## config.mk

```make
export PLATFORM = sky130hd
export DESIGN_NAME = four_axis_servo_slew_control
export DESIGN_NICKNAME = d
export VERILOG_FILES = /design/src/hdl/sscl_pkg.sv /design/src/hdl/sscl_cfg_regs.sv /design/src/hdl/sscl_joint.sv /design/src/hdl/four_axis_servo_slew_control.sv
export SDC_FILE = /design/constraint.sdc
export NUM_CORES = 1
export LEC_CHECK = 0
export ABC_CLOCK_PERIOD_IN_PS = 6160
export BUFFER_PORTS_ARGS = -buffer_cell sky130_fd_sc_hd__buf_2
export CELL_PAD_IN_SITES_DETAIL_PLACEMENT = 1
export CELL_PAD_IN_SITES_GLOBAL_PLACEMENT = 1
export CORE_MARGIN = 3
export CORE_UTILIZATION = 45
export DETAILED_ROUTE_END_ITERATION = 8
export GPL_TIMING_DRIVEN = 0
export PLACE_DENSITY_LB_ADDON = 0.25
export SLEW_MARGIN = 20
export SYNTH_ARGS = -nofsm -noshare
export SYNTH_HDL_FRONTEND = slang
export SYNTH_SLANG_ARGS = --single-unit
```

## constraint.sdc

```tcl
create_clock -name clk -period 6.16 [get_ports clk]
set_input_delay 0.924 -clock clk [delete_from_list [all_inputs] [get_ports clk]]
set_output_delay 0.924 -clock clk [all_outputs]
set_load 0.1 [all_outputs]
```

## src/hdl/sscl_pkg.sv

```systemverilog
// ----------------------------------------------------------------------------
// sscl_pkg
// Shared types, constants and helper functions for the four-joint servo
// slew-rate limiter.
// ----------------------------------------------------------------------------
package sscl_pkg;

  localparam int unsigned NUM_JOINTS = 4;
  localparam int unsigned ANGLE_W    = 8;
  localparam int unsigned STICK_W    = 10;
  localparam int unsigned CFG_IDX_W  = 3;
  localparam int unsigned CFG_DATA_W = 10;

  // Joint limits and reset angles
  localparam int unsigned BASE_MAX_DEF     = 180;
  localparam int unsigned SHOULDER_MAX_DEF = 60;
  localparam int unsigned ELBOW_MAX_DEF    = 160;
  localparam int unsigned CLAMP_MAX_DEF    = 124;

  localparam logic [ANGLE_W-1:0] BASE_RESET     = 8'd0;
  localparam logic [ANGLE_W-1:0] SHOULDER_RESET = 8'd0;
  localparam logic [ANGLE_W-1:0] ELBOW_RESET    = 8'd160;
  localparam logic [ANGLE_W-1:0] CLAMP_RESET    = 8'd92;

  // Register reset values
  localparam logic [STICK_W-1:0] UPPER_RESET = 10'd680;
  localparam logic [STICK_W-1:0] LOWER_RESET = 10'd340;
  localparam logic [ANGLE_W-1:0] STEP_RESET  = 8'd4;
  localparam logic [ANGLE_W-1:0] BASE_RATE_RESET     = 8'd4;
  localparam logic [ANGLE_W-1:0] SHOULDER_RATE_RESET = 8'd1;
  localparam logic [ANGLE_W-1:0] ELBOW_RATE_RESET    = 8'd1;
  localparam logic [ANGLE_W-1:0] CLAMP_RATE_RESET    = 8'd4;

  typedef enum logic [1:0] {
    FUNC_SAMPLE = 2'd0,
    FUNC_MOVE   = 2'd1,
    FUNC_SETTLE = 2'd2
  } func_t;

  typedef enum logic [CFG_IDX_W-1:0] {
    CFG_UPPER         = 3'd0,
    CFG_LOWER         = 3'd1,
    CFG_STEP          = 3'd2,
    CFG_BASE_RATE     = 3'd3,
    CFG_SHOULDER_RATE = 3'd4,
    CFG_ELBOW_RATE    = 3'd5,
    CFG_CLAMP_RATE    = 3'd6
  } cfg_idx_t;

  typedef struct packed {
    logic [1:0]         func;
    logic [STICK_W-1:0] stick_x;
    logic [STICK_W-1:0] stick_y;
    logic               elbow_down_pressed;
    logic               elbow_up_pressed;
    logic               clamp_open_pressed;
    logic               clamp_close_pressed;
  } in_item_t;

  typedef struct packed {
    logic [ANGLE_W-1:0] base_angle;
    logic [ANGLE_W-1:0] shoulder_angle;
    logic [ANGLE_W-1:0] elbow_angle;
    logic [ANGLE_W-1:0] clamp_angle;
    logic               all_settled;
  } out_item_t;

  typedef struct packed {
    logic [STICK_W-1:0]                   upper;
    logic [STICK_W-1:0]                   lower;
    logic [ANGLE_W-1:0]                   step;
    logic [NUM_JOINTS-1:0][ANGLE_W-1:0]   rate;
  } cfg_t;

  // Target command for one joint on a sample beat
  typedef struct packed {
    logic inc;
    logic dec;
    logic inc_first;
  } joint_cmd_t;

  // Raise a target by step, saturating at the joint maximum
  function automatic logic [ANGLE_W-1:0] raise_target(input logic [ANGLE_W-1:0] t,
                                                      input logic [ANGLE_W-1:0] step,
                                                      input logic [ANGLE_W-1:0] lim);
    logic [ANGLE_W:0] sum;
    sum = {1'b0, t} + {1'b0, step};
    return (sum > {1'b0, lim}) ? lim : sum[ANGLE_W-1:0];
  endfunction

  // Lower a target by step, saturating at zero
  function automatic logic [ANGLE_W-1:0] lower_target(input logic [ANGLE_W-1:0] t,
                                                      input logic [ANGLE_W-1:0] step);
    return (t > step) ? (t - step) : '0;
  endfunction

endpackage

```

## src/hdl/sscl_cfg_regs.sv

```systemverilog
// ----------------------------------------------------------------------------
// sscl_cfg_regs
// Configuration register file: thresholds, target step and per-joint rates.
// ----------------------------------------------------------------------------
module sscl_cfg_regs
  import sscl_pkg::*;
(
  input  logic                  clk,
  input  logic                  rst,
  input  logic                  cfg_we,
  input  logic [CFG_IDX_W-1:0]  cfg_index,
  input  logic [CFG_DATA_W-1:0] cfg_data,
  output cfg_t                  cfg
);

  // Decode the write and update one register; unknown indexes are dropped
  always_ff @(posedge clk) begin
    if (rst) begin
      cfg.upper   <= UPPER_RESET;
      cfg.lower   <= LOWER_RESET;
      cfg.step    <= STEP_RESET;
      cfg.rate[0] <= BASE_RATE_RESET;
      cfg.rate[1] <= SHOULDER_RATE_RESET;
      cfg.rate[2] <= ELBOW_RATE_RESET;
      cfg.rate[3] <= CLAMP_RATE_RESET;
    end else if (cfg_we) begin
      unique case (cfg_index)
        CFG_UPPER:         cfg.upper   <= cfg_data;
        CFG_LOWER:         cfg.lower   <= cfg_data;
        CFG_STEP:          cfg.step    <= cfg_data[ANGLE_W-1:0];
        CFG_BASE_RATE:     cfg.rate[0] <= cfg_data[ANGLE_W-1:0];
        CFG_SHOULDER_RATE: cfg.rate[1] <= cfg_data[ANGLE_W-1:0];
        CFG_ELBOW_RATE:    cfg.rate[2] <= cfg_data[ANGLE_W-1:0];
        CFG_CLAMP_RATE:    cfg.rate[3] <= cfg_data[ANGLE_W-1:0];
        default: ;
      endcase
    end
  end

endmodule

```

## src/hdl/sscl_joint.sv

```systemverilog
// ----------------------------------------------------------------------------
// sscl_joint
// One joint: target and actual angle registers with the sample, move and
// settle update logic.
// ----------------------------------------------------------------------------
module sscl_joint
  import sscl_pkg::*;
#(
  parameter int unsigned        MAX         = BASE_MAX_DEF,
  parameter logic [ANGLE_W-1:0] RESET_ANGLE = BASE_RESET
) (
  input  logic               clk,
  input  logic               rst,
  input  logic               advance,
  input  logic [1:0]         func,
  input  joint_cmd_t         cmd,
  input  logic [ANGLE_W-1:0] step,
  input  logic [ANGLE_W-1:0] rate,
  output logic [ANGLE_W-1:0] actual_next,
  output logic               settled_next
);

  localparam logic [ANGLE_W-1:0] LIM = ANGLE_W'(MAX);

  logic [ANGLE_W-1:0] target;
  logic [ANGLE_W-1:0] actual;
  logic [ANGLE_W-1:0] target_next;
  logic [ANGLE_W-1:0] t_first;
  logic [ANGLE_W-1:0] t_second;
  logic [ANGLE_W-1:0] diff;
  logic [ANGLE_W-1:0] stepped;
  logic               far;

  // Apply the two target commands in the order this joint wants
  always_comb begin
    if (cmd.inc_first) begin
      t_first  = cmd.inc ? raise_target(target, step, LIM) : target;
      t_second = cmd.dec ? lower_target(t_first, step) : t_first;
    end else begin
      t_first  = cmd.dec ? lower_target(target, step) : target;
      t_second = cmd.inc ? raise_target(t_first, step, LIM) : t_first;
    end
  end

  // Distance and one rate step toward the target (wraps at 8 bits)
  assign diff    = (actual > target) ? (actual - target) : (target - actual);
  assign far     = {1'b0, diff} > {rate, 1'b0};
  assign stepped = (actual > target) ? (actual - rate) : (actual + rate);

  always_comb begin
    target_next = target;
    actual_next = actual;
    case (func)
      FUNC_SAMPLE: target_next = t_second;
      FUNC_MOVE:   actual_next = far ? stepped : actual;
      FUNC_SETTLE: actual_next = (actual != target) ? stepped : actual;
      default: ;
    endcase
  end

  assign settled_next = (actual_next == target_next);

  // Commit on each advancing beat
  always_ff @(posedge clk) begin
    if (rst) begin
      target <= RESET_ANGLE;
      actual <= RESET_ANGLE;
    end else if (advance) begin
      target <= target_next;
      actual <= actual_next;
    end
  end

endmodule

```

## src/hdl/four_axis_servo_slew_control.sv

```systemverilog
// ----------------------------------------------------------------------------
// four_axis_servo_slew_control
// Four-joint servo slew-rate limiter: joystick and buttons move the targets,
// ticks slew the actual angles toward them.
//
//   channel | direction | handshake         | payload
//   in      | input     | in_valid/in_stall | in_item_t
//   out     | output    | out_valid/out_stall | out_item_t
//   cfg     | input     | cfg_we            | cfg_index, cfg_data
//
// One beat per cycle sustained while out_stall is low. Each beat is held in the
// input register, then the joint update logic commits the new angles and loads
// the result register, and out_valid rises when the beat advances.
// rst is synchronous and returns all angles to 0, 0, 160, 92 and the
// registers to their defaults. out_stall holds the result register; the input
// register keeps accepting until it is also full.
// ----------------------------------------------------------------------------
module four_axis_servo_slew_control
  import sscl_pkg::*;
#(
  parameter int unsigned BASE_MAX     = BASE_MAX_DEF,
  parameter int unsigned SHOULDER_MAX = SHOULDER_MAX_DEF,
  parameter int unsigned ELBOW_MAX    = ELBOW_MAX_DEF,
  parameter int unsigned CLAMP_MAX    = CLAMP_MAX_DEF
) (
  input  logic                  clk,
  input  logic                  rst,
  input  logic                  in_valid,
  output logic                  in_stall,
  input  in_item_t              in_data,
  output logic                  out_valid,
  input  logic                  out_stall,
  output out_item_t             out_data,
  input  logic                  cfg_we,
  input  logic [CFG_IDX_W-1:0]  cfg_index,
  input  logic [CFG_DATA_W-1:0] cfg_data
);

  cfg_t                             cfg;
  in_item_t                         s1;
  logic                             s1_valid;
  logic                             advance;
  joint_cmd_t [NUM_JOINTS-1:0]      cmd;
  logic [NUM_JOINTS-1:0][ANGLE_W-1:0] act_next;
  logic [NUM_JOINTS-1:0]            set_next;
  logic                             x_up;
  logic                             y_up;

  sscl_cfg_regs u_cfg (
    .clk       (clk),
    .rst       (rst),
    .cfg_we    (cfg_we),
    .cfg_index (cfg_index),
    .cfg_data  (cfg_data),
    .cfg       (cfg)
  );

  // Pipeline control
  assign advance  = s1_valid && (!out_valid || !out_stall);
  assign in_stall = s1_valid && !advance;

  // Input register
  always_ff @(posedge clk) begin
    if (rst) begin
      s1_valid <= 1'b0;
    end else if (in_valid && !in_stall) begin
      s1_valid <= 1'b1;
    end else if (advance) begin
      s1_valid <= 1'b0;
    end
  end

  always_ff @(posedge clk) begin
    if (in_valid && !in_stall) begin
      s1 <= in_data;
    end
  end

  // Build target commands from sticks and buttons
  assign x_up = s1.stick_x > cfg.upper;
  assign y_up = s1.stick_y > cfg.upper;

  always_comb begin
    cmd[0] = '{inc: x_up, dec: !x_up && (s1.stick_x < cfg.lower), inc_first: 1'b1};
    cmd[1] = '{inc: y_up, dec: !y_up && (s1.stick_y < cfg.lower), inc_first: 1'b1};
    cmd[2] = '{inc: s1.elbow_up_pressed, dec: s1.elbow_down_pressed, inc_first: 1'b0};
    cmd[3] = '{inc: s1.clamp_open_pressed, dec: s1.clamp_close_pressed, inc_first: 1'b1};
  end

  sscl_joint #(.MAX(BASE_MAX), .RESET_ANGLE(BASE_RESET)) u_base (
    .clk (clk), .rst (rst), .advance (advance), .func (s1.func), .cmd (cmd[0]),
    .step (cfg.step), .rate (cfg.rate[0]),
    .actual_next (act_next[0]), .settled_next (set_next[0])
  );

  sscl_joint #(.MAX(SHOULDER_MAX), .RESET_ANGLE(SHOULDER_RESET)) u_shoulder (
    .clk (clk), .rst (rst), .advance (advance), .func (s1.func), .cmd (cmd[1]),
    .step (cfg.step), .rate (cfg.rate[1]),
    .actual_next (act_next[1]), .settled_next (set_next[1])
  );

  sscl_joint #(.MAX(ELBOW_MAX), .RESET_ANGLE(ELBOW_RESET)) u_elbow (
    .clk (clk), .rst (rst), .advance (advance), .func (s1.func), .cmd (cmd[2]),
    .step (cfg.step), .rate (cfg.rate[2]),
    .actual_next (act_next[2]), .settled_next (set_next[2])
  );

  sscl_joint #(.MAX(CLAMP_MAX), .RESET_ANGLE(CLAMP_RESET)) u_clamp (
    .clk (clk), .rst (rst), .advance (advance), .func (s1.func), .cmd (cmd[3]),
    .step (cfg.step), .rate (cfg.rate[3]),
    .actual_next (act_next[3]), .settled_next (set_next[3])
  );

  // Result register
  always_ff @(posedge clk) begin
    if (rst) begin
      out_valid <= 1'b0;
    end else if (advance) begin
      out_valid <= 1'b1;
    end else if (!out_stall) begin
      out_valid <= 1'b0;
    end
  end

  always_ff @(posedge clk) begin
    if (advance) begin
      out_data.base_angle     <= act_next[0];
      out_data.shoulder_angle <= act_next[1];
      out_data.elbow_angle    <= act_next[2];
      out_data.clamp_angle    <= act_next[3];
      out_data.all_settled    <= &set_next;
    end
  end

  // An empty input register never stalls the input
  a_no_stall_when_empty: assert property (@(posedge clk) disable iff (rst)
    !s1_valid |-> !in_stall)
    else $error("input stalled with empty input register");

  // An advancing beat always lands in the result register
  a_advance_loads_out: assert property (@(posedge clk) disable iff (rst)
    advance |=> out_valid)
    else $error("advanced beat did not reach result register");

  // A held beat is not dropped from the input register
  a_hold_keeps_item: assert property (@(posedge clk) disable iff (rst)
    (s1_valid && !advance) |=> s1_valid)
    else $error("held beat lost from input register");

  // A full, stalled result register blocks the advance
  a_stall_blocks: assert property (@(posedge clk) disable iff (rst)
    (out_valid && out_stall) |-> !advance)
    else $error("advance while result register stalled");

endmodule

```

==> impl_metrics.tcl <==
set metrics [dict create \
    crit_slowest_cell "dfxtp_2" \
    dp_hpwl_mm 52.02 \
    clk_latency_ps 480 \
    clockBufferDepth 2 \
    max_stage_delay_ps 510 \
    vdd_ir_drop_max_v 0.0002138 \
    syn_avg_cell_area_sq_um 8.244 \
    holdWs_ps 455.7 \
    synth_edf_count 59 \
    worst_hold_path_type "reg2reg" \
    cts_hold_buf 0 \
    clk_pin_slew_ps 90 \
    worst_pin_slew_ps 1080 \
    ant_nets 0 \
    die_h_microns 200.2 \
    async_flop_share 0 \
    route.detailed.drc 0 \
    core-area_sq_mm 0.03687 \
    startpoint_type "register" \
    final_cells 2716 \
    cts_root_buf "clkbuf_16" \
    synth_seq_area_share 0.2531 \
    h-tree-depth 4 \
    place_area_sq_mm 0.01802 \
    p_leak_nw 8.200 \
    rows 70 \
    finClkSkew_ps 19.12 \
    setup_viol 0 \
    syn-num-nets 2347 \
    drt-total-wl_mm 68.09 \
    initial_core_util 0.4601 \
    grt_pass1_wl_mm 102.0 \
    grt_use_total 0.3277 \
    numPortBuffers 75 \
    antenna_found_initial 2 \
    fill_cells 4481 \
    crit_path_end_kind "register" \
    critPathMaxFanout 8 \
    wl_per_cell_microns 25.07 \
    area_growth_pct 15.25 \
    cap_violations 0 \
    final_area_sq_mm 0.01955 \
    arrival_ps 6420 \
    ys_seq_elements 185 \
    vias 16870 \
    utilization 0.5303 \
    hold_viol 0 \
    timing.final.crit_share 0.9889 \
    dieWidth_microns 200.2 \
    maxSlewHeadroom 0.2800 \
    io_pins 79 \
    synth_ff_type "dfxtp_1" \
    clock_sinks 185 \
    dieArea_sq_mm 0.04007 \
    critPathTopFamily "compound AO/OA/AOI/OAI gates" \
    dp.cells 2638 \
    required_ps 6490 \
    pre_cts_ws_ps -1553 \
    drt-initial-drc-count 1176 \
    viasPerCell 6.211 \
    grt_overflow 0 \
    cts_made_buffers 17 \
    synth_warnings 0 \
    min_period_ps 6092 \
    max_freq_mhz 164.2 \
    dr.pass1.iters 5 \
    cp_num_buf_inv 3 \
    place_congestion 0.9789 \
    slew_viol_final 0 \
    worst_slack_ps 68.12 \
    grt_max_degree 43 \
    fin_tns_setup_ps 0 \
    status "finished clean" \
    synth_cell_types 91 \
    p_per_area_mw_per_mm2 275.4 \
    synth_cells 2058 \
    drive_gt1_frac 0.1456 \
    cts_tree "built" \
    netlist_area_sq_mm 0.01697 \
    grt_pass1_vias 17320 \
    finalNetCount 2487 \
    worstSetupPathType "reg2reg" \
    p_total_mw 5.386 \
]
placed cells by master, fill, tap and decap left out, types with 7 or more instances in the layout:
cell type  count
mux2_2        13
o21a_1        31
nor4_1         7
nand4_1       29
ha_1         220
o221ai_1       8
a211o_1       24
mux2i_1       27
dfxtp_2       21
o211ai_1       9
a22oi_1       19
buf_4         46
nand2_1      188
nor2b_1       25
o21ai_1        8
a21oi_1      140
a31oi_1       18
inv_1        216
nor3_1        30
a21boi_0       7
o21ai_0       78
nor2_1       185
edfxtp_1      59
dfxtp_1      100
a211oi_1      54
nand3_1       22
o21bai_1      14
o31ai_1       11
xnor2_1       97
fa_1          18
or3_1          9
a21o_1        34
buf_2         76
clkbuf_1      44
nand2b_1      17
a22oi_2       11
xor2_1        30
clkbuf_16     17
registers in the layout, indices dropped and copies added (netlist names):
name and count:
cmd 4, out_data 33, out_valid 1, s1 22, s1_valid 1, u_base.actual 8
u_base.target 8, u_cfg.cfg 60, u_clamp.actual 8, u_clamp.target 8, u_elbow.actual 8, u_elbow.target 8
u_shoulder.actual 8, u_shoulder.target 8
path summary, 6_finish.rpt:
| path | start | endpoint | slack [ps] | cells after the start |
|---|---|---|---|---|
| worst max-delay path | u_elbow.target[1] | out_data[0] | 70 | 25 |
| worst min-delay path | u_cfg.cfg[14] | u_cfg.cfg[14] | 460 | 2 |
| worst max register to register | u_elbow.target[1] | out_data[0] | 70 | 25 |
| worst min register to register | u_cfg.cfg[14] | u_cfg.cfg[14] | 460 | 2 |
worst reg2reg max path: cells and delay by family, from the launching register on:
family / cells / cell delay, ps
fa+ha+maj: 2 / 780
compound gates: 10 / 2070
flops: 1 / 510
xor+xnor: 2 / 410
buf+inv: 3 / 470
simple gates: 7 / 1510
mux: 1 / 200
synth_stat cells (11+ instances only):
library cell / number / area share
nand4_1: 29 / 0.011
a21oi_1: 146 / 0.043
fa_1: 20 / 0.024
ha_1: 225 / 0.17
a211oi_1: 56 / 0.025
xor2_1: 30 / 0.015
dfxtp_1: 126 / 0.15
nand2b_1: 17 / 0.0063
nand3_1: 24 / 0.0071
mux2i_1: 29 / 0.017
mux2_2: 13 / 0.0086
a31oi_1: 22 / 0.0081
xnor2_1: 99 / 0.051
nor2_1: 188 / 0.042
o221ai_1: 11 / 0.0057
o21bai_1: 16 / 0.0071
o21a_1: 31 / 0.014
a211o_1: 25 / 0.013
clkbuf_1: 51 / 0.011
inv_1: 222 / 0.049
o31ai_1: 15 / 0.0066
edfxtp_1: 59 / 0.10
nand2_1: 189 / 0.042
nor3_1: 33 / 0.0097
nor2b_1: 28 / 0.010
a22oi_1: 30 / 0.013
a21o_1: 36 / 0.016
o21ai_0: 85 / 0.025
what timing repair did:
action | 4_1_cts | 5_1_grt
setup endpoints to repair | 7 | 1
setup buffers | 15 | 33
gates resized for setup | 70 | 100
pin swaps | 19 | 35
kinds of logic after synthesis:
family	synth area share
AOI/OAI and AO/OA	0.2462
and+or+nand+nor	0.1573
buffers and inverters	0.06158
adders and majority gates	0.1895
DFF	0.2531
xor gates and xnor gates	0.06659
muxes	0.02574
metal layers:
| layer | vias up | track usage | part of all wire |
|---|---|---|---|
| li1 | 7700 | - | - |
| met1 | 8360 | 0.4175 | 0.42 |
| met2 | 638 | 0.5349 | 0.46 |
| met3 | 169 | 0.06322 | 0.073 |
| met4 | 2 | 0.1569 | 0.049 |
| met5 | - | 0 | 0.00028 |
power by group:
part,switching (mW),internal [mW],total (mW)
logic,1.71,1.13,2.84
registers,0.0866,1.34,1.43
clock network,0.571,0.542,1.11
total,2.37,3.01,5.39
area by class of cell:
type                       instances  area [sq um]  share of cell area
multi-input combinational       1595         12200              0.6237
clock inverter                    12         107.6            0.005503
sequential                       185          4339              0.2219
timing repair buffer             124         779.5             0.03986
clock buffer                      20         446.7             0.02284
inverter                         223         840.8             0.04300
buffer                            52         211.5             0.01081
tap                              504         630.6             0.03225
antenna                            1         2.502           0.0001280
Power figures use the tool's default switching activity.
